### src/assert_macros.svh
// Assertion macros shared by the RTL; empty under synthesis.
`ifndef ASSERT_MACROS_SVH
`define ASSERT_MACROS_SVH
`ifndef SYNTHESIS
// Check an implication on every clock edge outside reset.
`define ASSERT_IMPL(label, clk, rst_n, cond, expr) \
  label: assert property (@(posedge clk) disable iff (!rst_n) (cond) |-> (expr)) \
    else $error("implication check failed");
// Check that a condition never holds outside reset.
`define ASSERT_NEVER(label, clk, rst_n, cond) \
  label: assert property (@(posedge clk) disable iff (!rst_n) !(cond)) \
    else $error("forbidden condition seen");
`else
`define ASSERT_IMPL(label, clk, rst_n, cond, expr)
`define ASSERT_NEVER(label, clk, rst_n, cond)
`endif
`endif

### src/cigar_pkg.sv
// Types, codes and decode functions for the CIGAR string parser.
package cigar_pkg;

  // Operation type codes as carried in seg_kind.
  localparam logic [2:0] OP_M  = 3'd0;
  localparam logic [2:0] OP_I  = 3'd1;
  localparam logic [2:0] OP_D  = 3'd2;
  localparam logic [2:0] OP_N  = 3'd3;
  localparam logic [2:0] OP_S  = 3'd4;
  localparam logic [2:0] OP_H  = 3'd5;
  localparam logic [2:0] OP_EQ = 3'd6;
  localparam logic [2:0] OP_X  = 3'd7;

  // Decoded letter classes beyond the eight real operations.
  localparam logic [3:0] CODE_PAD = 4'd8;
  localparam logic [3:0] CODE_BAD = 4'd9;

  // Result status codes.
  localparam logic [1:0] ST_OK       = 2'd0;
  localparam logic [1:0] ST_NO_DIGIT = 2'd1;
  localparam logic [1:0] ST_BAD_CODE = 2'd2;
  localparam logic [1:0] ST_OVERFLOW = 2'd3;

  typedef struct packed {
    logic [7:0] char_byte;
    logic       is_terminator;
  } in_item_t;

  typedef struct packed {
    logic        segment_valid;
    logic [2:0]  seg_kind;
    logic [31:0] seg_length;
    logic        is_last;
    logic [1:0]  status;
    logic [31:0] read_total;
    logic [31:0] ref_total;
  } out_item_t;

  // Map an ASCII letter to its operation code.
  function automatic logic [3:0] code_of(input logic [7:0] c);
    logic [3:0] r;
    case (c)
      8'h4D:   r = {1'b0, OP_M};
      8'h49:   r = {1'b0, OP_I};
      8'h44:   r = {1'b0, OP_D};
      8'h4E:   r = {1'b0, OP_N};
      8'h53:   r = {1'b0, OP_S};
      8'h48:   r = {1'b0, OP_H};
      8'h3D:   r = {1'b0, OP_EQ};
      8'h58:   r = {1'b0, OP_X};
      8'h50:   r = CODE_PAD;
      default: r = CODE_BAD;
    endcase
    return r;
  endfunction

  // Operations that consume read bases.
  function automatic logic counts_read(input logic [2:0] t);
    return (t == OP_M) || (t == OP_I) || (t == OP_S) || (t == OP_EQ) || (t == OP_X);
  endfunction

  // Operations that consume reference bases.
  function automatic logic counts_ref(input logic [2:0] t);
    return (t == OP_M) || (t == OP_D) || (t == OP_N) || (t == OP_EQ) || (t == OP_X);
  endfunction

endpackage

### src/cigar_string_parser_unit.sv
// CIGAR string parser: one character beat in, merged segments and totals out.
// Each accepted beat is held in the input register; any result it makes is then registered in the result register.
// Throughput: one character per cycle; the input register and result register
// advance together whenever the result register is empty or being drained.
// Reset: rst_ni asynchronously clears the valid flags and all parse state.
`include "assert_macros.svh"
module cigar_string_parser_unit #(
  parameter int LENGTH_BITS = 32
) (
  input  logic                 clk_i,
  input  logic                 rst_ni,
  input  logic                 in_valid_i,
  output logic                 in_stall_o,
  input  cigar_pkg::in_item_t  in_item_i,
  output logic                 out_valid_o,
  input  logic                 out_stall_i,
  output cigar_pkg::out_item_t out_item_o
);
  import cigar_pkg::*;

  localparam int LB = LENGTH_BITS;
  localparam int WD = LENGTH_BITS + 4;

  // Input register
  logic     in_vld_q, in_vld_d;
  in_item_t in_q;

  // Result register
  logic      out_vld_q, out_vld_d;
  out_item_t out_q, out_d;

  // Parse state
  logic [LB-1:0] acc_q, acc_d;
  logic          have_q, have_d;
  logic          pv_q, pv_d;
  logic [2:0]    ptype_q, ptype_d;
  logic [LB-1:0] plen_q, plen_d;
  logic          disc_q, disc_d;
  logic [LB-1:0] rsum_q, rsum_d;
  logic [LB-1:0] fsum_q, fsum_d;

  logic      out_free, go, accept, emit;
  out_item_t res;
  logic      is_digit;
  logic [WD-1:0] dval;
  logic      dovf;
  logic [3:0] code;
  logic [2:0] t;
  logic [LB:0] rd_new, rf_new, merge_len;

  // Handshake: the input stage moves on whenever the result register can load
  assign out_free    = !out_vld_q || !out_stall_i;
  assign go          = in_vld_q && out_free;
  assign in_stall_o  = in_vld_q && !out_free;
  assign accept      = in_valid_i && !in_stall_o;
  assign out_valid_o = out_vld_q;
  assign out_item_o  = out_q;

  // Datapath pieces: decimal shift-add, code decode, the three sums
  assign is_digit = (in_q.char_byte >= 8'h30) && (in_q.char_byte <= 8'h39);
  assign dval = {1'b0, acc_q, 3'b000} + {3'b000, acc_q, 1'b0}
              + WD'(in_q.char_byte[3:0]);
  assign dovf = |dval[WD-1:LB];
  assign code = code_of(in_q.char_byte);
  assign t    = code[2:0];
  assign rd_new    = {1'b0, rsum_q} + (counts_read(t) ? {1'b0, acc_q} : '0);
  assign rf_new    = {1'b0, fsum_q} + (counts_ref(t) ? {1'b0, acc_q} : '0);
  assign merge_len = {1'b0, plen_q} + {1'b0, acc_q};

  // Parse one character and decide the result
  always_comb begin
    acc_d   = acc_q;
    have_d  = have_q;
    pv_d    = pv_q;
    ptype_d = ptype_q;
    plen_d  = plen_q;
    disc_d  = disc_q;
    rsum_d  = rsum_q;
    fsum_d  = fsum_q;
    emit    = 1'b0;
    res     = '0;
    if (in_q.is_terminator) begin
      if (!disc_q) begin
        emit        = 1'b1;
        res.is_last = 1'b1;
        if (have_q) begin
          res.status = ST_BAD_CODE;
        end else begin
          res.status     = ST_OK;
          res.read_total = 32'(rsum_q);
          res.ref_total  = 32'(fsum_q);
          if (pv_q) begin
            res.segment_valid = 1'b1;
            res.seg_kind      = ptype_q;
            res.seg_length    = 32'(plen_q);
          end
        end
      end
      acc_d = '0; have_d = 1'b0; pv_d = 1'b0; ptype_d = '0;
      plen_d = '0; disc_d = 1'b0; rsum_d = '0; fsum_d = '0;
    end else if (!disc_q) begin
      if (is_digit) begin
        if (dovf) begin
          emit = 1'b1; res.status = ST_OVERFLOW;
        end else begin
          acc_d  = dval[LB-1:0];
          have_d = 1'b1;
        end
      end else if (!have_q) begin
        emit = 1'b1; res.status = ST_NO_DIGIT;
      end else if (code == CODE_BAD) begin
        emit = 1'b1; res.status = ST_BAD_CODE;
      end else begin
        acc_d  = '0;
        have_d = 1'b0;
        if (code != CODE_PAD && acc_q != '0) begin
          if (rd_new[LB] || rf_new[LB]) begin
            emit = 1'b1; res.status = ST_OVERFLOW;
          end else if (pv_q && ptype_q == t) begin
            if (merge_len[LB]) begin
              emit = 1'b1; res.status = ST_OVERFLOW;
            end else begin
              plen_d = merge_len[LB-1:0];
              rsum_d = rd_new[LB-1:0];
              fsum_d = rf_new[LB-1:0];
            end
          end else begin
            rsum_d = rd_new[LB-1:0];
            fsum_d = rf_new[LB-1:0];
            if (pv_q) begin
              emit              = 1'b1;
              res.segment_valid = 1'b1;
              res.seg_kind      = ptype_q;
              res.seg_length    = 32'(plen_q);
            end
            pv_d    = 1'b1;
            ptype_d = t;
            plen_d  = acc_q;
          end
        end
      end
      // Error: drop everything and skip to the terminator
      if (emit && res.status != ST_OK) begin
        res.is_last = 1'b1;
        acc_d = '0; have_d = 1'b0; pv_d = 1'b0; ptype_d = '0;
        plen_d = '0; rsum_d = '0; fsum_d = '0;
        disc_d = 1'b1;
      end
    end
  end

  // Next values of the pipeline valids and result
  always_comb begin
    in_vld_d  = accept ? 1'b1 : (go ? 1'b0 : in_vld_q);
    out_vld_d = out_vld_q;
    out_d     = out_q;
    if (go && emit) begin
      out_vld_d = 1'b1;
      out_d     = res;
    end else if (!out_stall_i) begin
      out_vld_d = 1'b0;
    end
  end

  // Control and parse state registers
  always_ff @(posedge clk_i or negedge rst_ni) begin
    if (!rst_ni) begin
      in_vld_q  <= 1'b0;
      out_vld_q <= 1'b0;
      acc_q     <= '0;
      have_q    <= 1'b0;
      pv_q      <= 1'b0;
      ptype_q   <= '0;
      plen_q    <= '0;
      disc_q    <= 1'b0;
      rsum_q    <= '0;
      fsum_q    <= '0;
    end else begin
      in_vld_q  <= in_vld_d;
      out_vld_q <= out_vld_d;
      if (go) begin
        acc_q   <= acc_d;
        have_q  <= have_d;
        pv_q    <= pv_d;
        ptype_q <= ptype_d;
        plen_q  <= plen_d;
        disc_q  <= disc_d;
        rsum_q  <= rsum_d;
        fsum_q  <= fsum_d;
      end
    end
  end

  // Payload registers
  always_ff @(posedge clk_i) begin
    if (accept) begin
      in_q <= in_item_i;
    end
    out_q <= out_d;
  end

  // Error results close the string and carry no segment
  `ASSERT_IMPL(a_err_is_last, clk_i, rst_ni, out_vld_q && out_q.status != ST_OK, out_q.is_last && !out_q.segment_valid)
  // A result that is not last is always a flushed segment
  `ASSERT_IMPL(a_mid_has_seg, clk_i, rst_ni, out_vld_q && !out_q.is_last, out_q.segment_valid && out_q.status == ST_OK)
  // While skipping to the terminator no digits or segment are held
  `ASSERT_NEVER(a_disc_clean, clk_i, rst_ni, disc_q && (have_q || pv_q))

endmodule
### config.mk
export PLATFORM = sky130hd
export DESIGN_NAME = cigar_string_parser_unit
export DESIGN_NICKNAME = d
export VERILOG_FILES = /design/src/cigar_pkg.sv /design/src/cigar_string_parser_unit.sv
export VERILOG_INCLUDE_DIRS = /design/src /design/src/src
export SDC_FILE = /design/constraint.sdc
export NUM_CORES = 1
export LEC_CHECK = 0
export BUFFER_PORTS_ARGS = -buffer_cell sky130_fd_sc_hd__buf_2
export CORE_ASPECT_RATIO = 0.6
export CORE_MARGIN = 2
export CORE_UTILIZATION = 40
export DETAILED_ROUTE_END_ITERATION = 10
export HOLD_SLACK_MARGIN = 0.1
export PLACE_DENSITY = 0.61
export SYNTH_ARGS = -nofsm -noshare
export SYNTH_HDL_FRONTEND = slang
export SYNTH_SLANG_ARGS = --single-unit
### constraint.sdc
create_clock -name clk_i -period 32.9 [get_ports clk_i]
set_input_delay 3.29 -clock clk_i [delete_from_list [all_inputs] [get_ports clk_i]]
set_output_delay 3.29 -clock clk_i [all_outputs]
set_load 0.005 [all_outputs]
======== After elaboration in Yosys (flattened, before gate mapping) ========
Cells that the tools add are included.
storage, ports and cells
  flip-flop bits (word level) ............. 248
  input bits .............................. 13
  output and inout port bits .............. 105
  word-level logic and storage cells ...... 198
operators by class
  $add $sub $neg .......................... 5
  $lt $le $gt $ge ......................... 2
  equal/unequal tests ..................... 27
  muxes and demuxes ....................... 109
  bitwise gates (word level) .............. 1
  reductions and logical operators ........ 35
operators by type and width
  cell                  number
  $mux W32              39
  $mux W36              8
  $mux W103             1
  $add A32 B32 Y33      3
  $mux W39              2
  $eq A8 B7 Y1 const B  8
  $mux W64              1
  $mux W1               37
  $add A35 B33 Y36      1
  $add A36 B4 Y36       1
  $pmux W4 S9           1
  $reduce_bool A32 Y1   1
  $mux W3               9
  $mux W2               11
  $reduce_and A8 Y1     2
  $ne A3 B2 Y1 const B  4
  $ne A4 B3 Y1 const B  3
  $logic_or A1 B1 Y1    10
  $eq A3 B3 Y1 const B  3
  $eq A8 B6 Y1 const B  1
  $ge A8 B6 Y1 const B  1
  $le A8 B6 Y1 const B  1
  $logic_and A1 B1 Y1   8
  $eq A3 B2 Y1 const B  2
  other kinds (16)      21

======== Depth between registers and ports, before layout ========
Gate-level depths: netlist (run 1).
  depth after elaboration ................. 22
  depth in mapped cells ................... 24

======== Least setup slack after synthesis (run 1) ========
No wires, ideal clock.
  path kind ............................... register to register
  start ................................... reg in_q[4] in the netlist's numbering
  end ..................................... reg out_q, in the netlist out_item_o[0] (enable)
  data arrival time ....................... 11.205 ns
  data required time ...................... 32.188 ns
  path slack .............................. 20.983 ns
  cell stages (with the launch flop) ...... 21
  cell sequence ........................... edfxtp_1 > clkbuf_1 > or4b_2 > o21ai_0 > nand2_1 > nand2_1 > clkbuf_1 > and2_1 > ha_1 > inv_1 > fa_1 > nand2b_1 > a21oi_1 > o21ai_0 > a31oi_1 > o211ai_1 > nand4_1 > o21ai_0 > o211ai_1 > a21oi_1 > nor3b_1
between the ends
  word-level cells in the longest chain between the ends .. 20
  elaborated cells between the ends (all ways) .. 52
  those cells by class .................... add/sub: 3; order compare: 2; eq/ne: 18; mux: 14; reduce/logical: 15
RTL lines
  element                                                    RTL line                                                        RTL
  start, declared                                            cigar_string_parser_unit.sv:26                                  in_item_t in_q;
  start signal, assigned                                     cigar_string_parser_unit.sv:197                                 in_q <= in_item_i;
  $eq A8 B7 Y1 or $eq A8 B6 Y1 (tied branches)               cigar_pkg.sv:42                                                 case (c)
  $pmux W4 S9                                                cigar_pkg.sv:42
  $eq A3 B1 Y1, or another cell as far along                 cigar_pkg.sv:59                                                 return (t == OP_M) || (t == OP_I) || (t == OP_S) || (t == OP_EQ) || (t == OP_X);
  $logic_or A1 B1 Y1, on equally long branches (4 in a row)  cigar_pkg.sv:59, cigar_pkg.sv:64
  $mux W32, on equally long branches                         cigar_string_parser_unit.sv:66, cigar_string_parser_unit.sv:67
  $add A32 B32 Y33, on equally long branches                 cigar_string_parser_unit.sv:66, cigar_string_parser_unit.sv:67
  $logic_or A1 B1 Y1                                         cigar_string_parser_unit.sv:117                                 if (rd_new[LB] || rf_new[LB]) begin
  $mux W1                                                    cigar_string_parser_unit.sv:117
  $mux W1                                                    cigar_string_parser_unit.sv:116                                 if (code != CODE_PAD && acc_q != '0) begin
  $mux W1                                                    cigar_string_parser_unit.sv:111                                 end else if (code == CODE_BAD) begin
  $mux W1                                                    cigar_string_parser_unit.sv:109                                 end else if (!have_q) begin
  $mux W1 *                                                  cigar_string_parser_unit.sv:102                                 if (is_digit) begin
  $mux W1 *                                                  cigar_string_parser_unit.sv:101                                 end else if (!disc_q) begin
  $mux W1 *                                                  cigar_string_parser_unit.sv:82                                  if (in_q.is_terminator) begin
  $mux W1 *                                                  cigar_string_parser_unit.sv:101
  $mux W1 *                                                  cigar_string_parser_unit.sv:82
  $logic_and A1 B1 Y1 *                                      cigar_string_parser_unit.sv:157                                 if (go && emit) begin
  end signal, assigned                                       cigar_string_parser_unit.sv:199                                 out_q <= out_d;
  end, declared                                              cigar_string_parser_unit.sv:30                                  out_item_t out_q, out_d;
Mark *: on every way between the ends. The rest lies on a longest branch, timed or not. The select of a mux whose other input is x is not followed.
A chain may end at the register's enable or synchronous reset.

======== Final worst setup path (run 1) ========
  start ................................... in out_stall_i
  end ..................................... out in_stall_o
between the ends
  word-level cells in the longest chain between the ends .. 4
RTL lines
  element              RTL line                        RTL
  start, declared      cigar_string_parser_unit.sv:16  input logic out_stall_i,
  $logic_not A1 Y1     --
  $logic_or A1 B1 Y1   cigar_string_parser_unit.sv:52  assign out_free = !out_vld_q || !out_stall_i;
  $logic_not A1 Y1     cigar_string_parser_unit.sv:54  assign in_stall_o = in_vld_q && !out_free;
  $logic_and A1 B1 Y1  cigar_string_parser_unit.sv:54
  end, declared        cigar_string_parser_unit.sv:13  output logic in_stall_o,
No other way between the ends.

==> results of run 1 <==
## state kept, by name, indices dropped and copies added (netlist names), 3 cells and up
| name | flops |
|---|---|
| out_item_o | 103 |
| acc_q | 32 |
| fsum_q | 32 |
| plen_q | 32 |
| rsum_q | 32 |
| in_q | 9 |
| ptype_q | 3 |
## kinds of logic after synthesis
| logic type | after synthesis |
|---|---|
| AO/OA/AOI/OAI | 554 |
| AND/OR/NAND/NOR | 550 |
| flip-flops | 248 |
| adder cells (fa/ha/maj) | 164 |
| buffers and inverters | 120 |
| XOR/XNOR | 101 |
| multiplexers | 10 |
## per-stage QoR
stage | hold slack (ns) | utilization [%] | power [uW]
4_1_cts | 0.524 | 45.6 | 731
6_report | 0.524 | 45.6 | 721
3_5_place_dp | 0.502 | 43.4 | 403
5_1_grt | 0.546 | 45.6 | 748
2_1_floorplan | 0.473 | - | 379
3_3_place_gp | 0.504 | 43.4 | 402
## final cells by class
cell class | instances | area (um^2) | share of cell area (%)
inverters | 48 | 180 | 0.938
flip-flops and latches | 248 | 6770 | 35.2
well taps | 570 | 713 | 3.71
repair buffers | 133 | 712 | 3.71
clock inverters | 20 | 262 | 1.36
clock buffers | 27 | 654 | 3.41
multi-input cells | 1379 | 9910 | 51.6
## path summary, 6_finish.rpt
| path | startpoint | to | cells after the start |
|---|---|---|---|
| max | out_stall_i | in_stall_o | 4 |
| min | rsum_q[12] | rsum_q[12] | 1 |
| max reg2reg | acc_q[2] | fsum_q[9] | 13 |
| min reg2reg | rsum_q[12] | rsum_q[12] | 1 |
| max in group asynchronous | rst_ni | plen_q[16] | 2 |
| min in group asynchronous | rst_ni | acc_q[2] | 1 |
## cells in the final DEF (no fill, tap or decap), types with 6 or more instances in the layout
cell type  Yosys  layout
a31oi_1       16      16
a211o_1       11      11
edfxtp_1     112     112
a211oi_1      24      24
xnor2_1       58      58
nor4_1        13      13
and2_1       170     170
clkbuf_16      0      26
clkinv_2       0       6
bufinv_16      0       6
o21bai_1      22      22
or3_1         13      13
and3_1        17      17
nand2b_1      22      22
o211ai_1      15      15
buf_2         12     116
a32o_1         9       9
nor3b_1        8       7
nor3_1        23      22
nor2b_1       10      10
a21oi_1      122     121
o31ai_1        7       7
buf_4          1      16
nand2_1      121     121
o21a_1        18      18
o2bb2ai_1     11      11
a22o_1        81      81
o21ai_2       19      20
a21o_1        51      50
o21ai_0       94      94
nand4_1       16      16
dfrtp_1      136     136
nand3_1       37      37
ha_1         159     159
inv_1         48      48
xor2_1        43      43
nor2_1        78      78
## per-layer routing
layer  GRT usage [%]  vias up
li1                -     6707
met1            31.8     6762
met2            31.4      452
met3            4.27       61
met4            3.87        0
met5               0        -
## critical path, delay by kind of cell
family	cells	cell delay, ns
buffers and inverters	3	0.27
and+or+nand+nor	1	0.11
## power by group
part           internal [uW]  switching [uW]  leakage [uW]
Sequential               340            5.18       0.00298
Clock                    191             134      0.000449
Combinational           12.8            36.9       0.00551
==> impl_results.md, run 1 <==
- IO buf count: 117
- Worst-Skew Late Latency: 0.59 ns
- Place WS: 25.94 ns
- Drt initial violations: 1150
- I/O pin total: 118
- Syn nets: between 1500 and 2000
- Total Neg Setup Slack: 0 ns
- Top FF cell, synth: dfrtp_1
- Main combinational cell family by area after synthesis: compound AO/OA/AOI/OAI gates
- Vias in the first global route: approximately 13000
- Largest cells by area after synthesis: dfrtp_1 (20%), edfxtp_1 (20%), ha_1 (12%), and2_1 (6.2%), a22o_1 (4.1%)
- Core box area: between 40000 and 50000 um^2
- CTS buffer count: 26
- Hold WC Path Type: reg -> reg
- Via/cell ratio: 5.77
- Biggest area consumer among synthesized cells: dfrtp_1
- CTS tree: built
- Area share of and/or/nand/nor cells after synthesis: 17.1%
- Total Wirelength: 47.5 mm
- Actual slew at the worst max-slew pin: just over 1 ns
- Final #Nets: 2013
- Clock Sink Count: approximately 250
- Final slew viol count: 0
- Avg Synthesized Cell Area: 9.83 um^2
- Yosys cell types: 78
- CP Data Arrival Time: between 3 and 4 ns
- Non-Filler Instances: 2425
- Reg2Reg Setup Slack: around 27 ns
- Post-synth ARST share: 54.8%
- Power Dens Cells: 37.5 nW/um^2
- Placed Cells: roughly 2400
- Cell area after placement: between 15000 and 20000 um^2
- Hold Vio Cnt, Final: 0
- Crit end category: primary output
- GRT Residual Overflow: 0
- Pleak: 0.00893 uW
- Setup ws final: 25.95 ns
- Post-synthesis mux area share: 0.619%
- Std-Cell Rows: 58
- Complex-gate fraction of the synthesized area: a little under a quarter
- Final Instance Area: 19200 um^2
- Antenna cells: 0
- CP startpoint kind: input port
- Routed WL per cell: approximately 20 um
- Cts hold-fix bufs: 0
- RSZ-0062 raised after global routing: no
- Met3 Wirelength: 3.64 mm
- Share of layout cells above drive strength 1: between 10% and 20%
- Synth warnings: 0
- Synth Register Bits: 248
- Critical setup path kind: in -> out
- Worst slew margin: 31.8%
- Met1 wire length: ~23 mm
- Largest net degree at the start of global routing: 76
- Clock period minus worst slack: 6.95 ns
- Mapped Area: 17200 um^2
- Antenna viol nets, final: 0
- Die ar.: roughly 45000 um^2
- Pre-Repair DR Iteration Count: 5
- Cell mode on critical path: buf_2
- Final period util: 21.1%
- Post-Synth XOR/XNOR Area: 5.15%
- Number of enable flip-flop cells after synthesis: around 110
- H-tree Lvls: 1
- Clock-pin slew on the worst setup and hold paths: 0.07 ns
- DR WL met2: 19.7 mm
- Fillers: 4022
- Top cells by count, synth: and2_1 (170), ha_1 (159), dfrtp_1 (136)
- Post-synthesis adder-cell area fraction: 12.2%
- CTS Root Cell: clkbuf_16
- Top layer in use: met4
- Initial antenna violation count: 1
- Status: finished, final reports clean
- Residual DRC: 0
- Sequential-to-total area share from yosys stat: about 39%
- CTS max path bufs: 3
- Max Cap Violations: 0
- Clock Skews: 0.0355 ns
- Critical Path Fanout Max: 3
- Setup violators final: 0
- Crit path max-delay cell type: buf_2
- DP HPWL: 33.8 mm
- Critical path's largest stage delay: 0.12 ns
- Post-Syn Instances: 1747
- Initial Util: 40.8%
- Post-synth top area share: ~20%
- Vias: approximately 14000
- Crit-path cells: buf_2 > nand3_1 > inv_1 > buf_2
- Setup Fix Bufs, Post-CTS: 0
- Die Height: 164 um
- Count leader, synth: and2_1
- First-pass GRT wire length: between 70 and 80 mm
- WP data required: 29.61 ns
- Post-cts gate resize count: 0
- Synthesis-to-layout area growth: 11.8%
- All-Layer GR Usage: 21.1%
- Maximum vdd drop: 0.0000329 V
- Placer Congestion: between 0.8 and 0.9
- Max frequency: 144 MHz
- Die W: 271 um
(Power assumes the default switching activity.)
==> run 2, diff against run 1 <==
Clock period 32.9 ns to 6.95 ns, I/O delays scaled along.
==> impl_results.md, run 2 (synthesized netlist as in run 1, its figures left out) <==
- Status: finished, final reports clean
- Reg power frac: 47.4% (-0.5 points)
- First-pass GRT wire length: 76.2 mm (+2.1%)
- Met3 Use GR: 4.22% (-0.058 points)
- Final slew viol count: 0 (unchanged)
- Grt peak-use layer: met1
- Pleak: 0.00895 uW (+0.14%)
- Pre-Repair DR Iteration Count: 6 (+1)
- Logic pwr share: 6.8% (about the same)
- Residual DRC: 0 (unchanged)
- Largest net degree at the start of global routing: 85 (+12%)
- Std-Cell Rows: 58 (unchanged)
- Reg2Reg Setup Slack: 0.53 ns (-26.02 ns)
- IO buf count: 117 (unchanged)
- Actual slew at the worst max-slew pin: 1.07 ns (+0.0450 ns)
- GRT Residual Overflow: 0 (unchanged)
- Clock Sink Count: 248 (unchanged)
- Setup Fix Bufs, Post-CTS: 0 (unchanged)
- CTS tree: built
- Core box area: 42100 um^2 (unchanged)
- Synthesis-to-layout area growth: 12.2%
- Antenna viol nets, final: 0 (unchanged)
- Hold Vio Cnt, Final: 0 (unchanged)
- Share of layout cells above drive strength 1: 12.1% (+0.25 points)
- CTS Root Cell: clkbuf_16
- Switching share of power: 25.0% (+0.56 points)
- Max frequency: 156 MHz
- Util after Layout: 45.8% (+0.15 points)
- Most common cell after layout, fill and taps aside: and2_1
- Die W: 271 um (unchanged)
- Fillers: 4062 (+0.99%)
- Placer Congestion: 0.911 (+2.8%)
- Worst R2R End: plen_q[0]
- Setup violators final: 0 (unchanged)
- H-tree Lvls: 1 (unchanged)
- Maximum vdd drop: 0.000160 V (+380%)
- Total Neg Setup Slack: 0 ns (unchanged)
- Clk pwr share: 45.8% (+0.6 points)
- Vias: 13900 (-0.36%)
- Max Cap Violations: 0 (unchanged)
- PnR Total Power: 3450 uW (+380%)
- Met1 usage: 33.9% (+2.1 points)
- Total Wirelength: 48.9 mm (+3.0%)
- Hold WC Path Type: in -> async
- CP endpoint: plen_q[0]
- Place WS: 0.675 ns (-25.26 ns)
- Vias in the first global route: 13100 (-0.70%)
- Antenna cells: 0 (unchanged)
- Die Height: 164 um (unchanged)
- Net switching power: 865 uW (+390%)
- Post-cts gate resize count: 0 (unchanged)
- Clock period minus worst slack: 6.42 ns
- Crit end category: flip-flop
- Worst hold slack: 0.150 ns (-0.374 ns)
- CP startpoint kind: flip-flop
- Final #Nets: 2014 (+0.050%)
- RSZ-0062 raised after global routing: no
- Cts hold-fix bufs: 0 (unchanged)
- All-Layer GR Usage: 21.7% (+0.63 points)
- Die ar.: 44700 um^2 (unchanged)
- Clock Skews: 0.0257 ns (-0.00978 ns)
- Worst slew margin: 28.8% (-3.0 points)
- Setup ws final: 0.529 ns (-25.42 ns)
- WP data required: 7.37 ns (-22.24 ns)
- Cell-internal power: 2590 uW (+380%)
- R2R depth: 17 (+4)
- I/O pin total: 118 (unchanged)
- Global-route track usage on met2: 30.6% (-0.75 points)
- CTS buffer count: 27 (+3.8%)
- CTS max path bufs: 3 (unchanged)
- Critical setup path kind: reg -> reg
- Via/cell ratio: 5.74 (-0.48%)
- Clock-pin slew on the worst setup and hold paths: 0.07 ns (about the same)
- R2r startpoint: in_q[2]
- Largest register FFs: 103 (unchanged)
- Routed WL per cell: 20.1 um (+2.8%)
- DP HPWL: 34.8 mm (+3.1%)
- Initial antenna violation count: 1 (unchanged)
- Drt initial violations: 1077 (-6.3%)
- Critical Path Fanout Max: 26 (+23)
- Worst-Skew Late Latency: 0.59 ns (about the same)
- Final period util: 92.4%
- Most frequent cells in the layout: and2_1 (170), ha_1 (159), dfrtp_1 (136)
- Power Dens Cells: 179 nW/um^2 (+380%)
- CP Data Arrival Time: 6.84 ns (+3.18 ns)
- Initial Util: 40.8% (unchanged)
- Crit path from: in_q[2]
## run 2: worst min-delay path by stage
stage | depth (start not counted) | slack, ns | end
after floorplan | 0 | 0.40 | acc_q[0]
after global placement | 1 | 0.50 | plen_q[0]
after detailed placement | 1 | 0.51 | plen_q[14]
after CTS | 1 | 0.20 | rsum_q[8]
after global routing | 1 | 0.24 | rsum_q[11]
final | 1 | 0.15 | rsum_q[22]
## run 2: final cells by class
cell class              count  area, um^2  area share, %
multi-input cells        1379        9920           51.5
flip-flops and latches    248        6770           35.1
repair buffers            133         724           3.76
well taps                 570         713           3.70
clock buffers              28         689           3.58
clock inverters            22         269           1.40
inverters                  48         180          0.935
## run 2: stage by stage
| stage | instance area (um^2) | std cells |
|---|---|---|
| 2_1_floorplan | 17200 | 1747 |
| 3_3_place_gp | 18300 | 2378 |
| 3_5_place_dp | 18300 | 2378 |
| 4_1_cts | 19300 | 2428 |
| 6_report | 19300 | 2428 |
| 5_1_grt | 19300 | 2428 |
## run 2: power by group through the flow
stage / Combinational (uW) / Sequential [uW] / Clock (uW)
floorplan: 114 / 1670 / 0
finish: 236 / 1640 / 1580
CTS: 243 / 1640 / 1610
global placement: 241 / 1670 / 0
detailed placement: 243 / 1670 / 0
global route: 264 / 1640 / 1680
## run 2: layer usage
metal	share of wire (%)	vias to the layer above
met1	51	6751
met5	0	-
met3	6.9	61
met2	40	413
met4	2.0	0
li1	-	6707
## run 2: worst max-delay path, cell delays in order (launching register included)
cell,delay (ns)
edfxtp_1,0.57
xnor2_1,0.23
mux2i_1,0.19
or4_1,0.84
and2_1,0.24
ha_1,0.19
inv_1,0.07
fa_1,0.42
nand2b_1,0.20
a21oi_1,0.32
o211ai_1,0.19
a211oi_1,0.42
o21ai_0,0.26
nand4_1,0.28
o21a_1,0.21
o32a_1,0.60
a211o_1,0.81
o2bb2ai_1,0.18
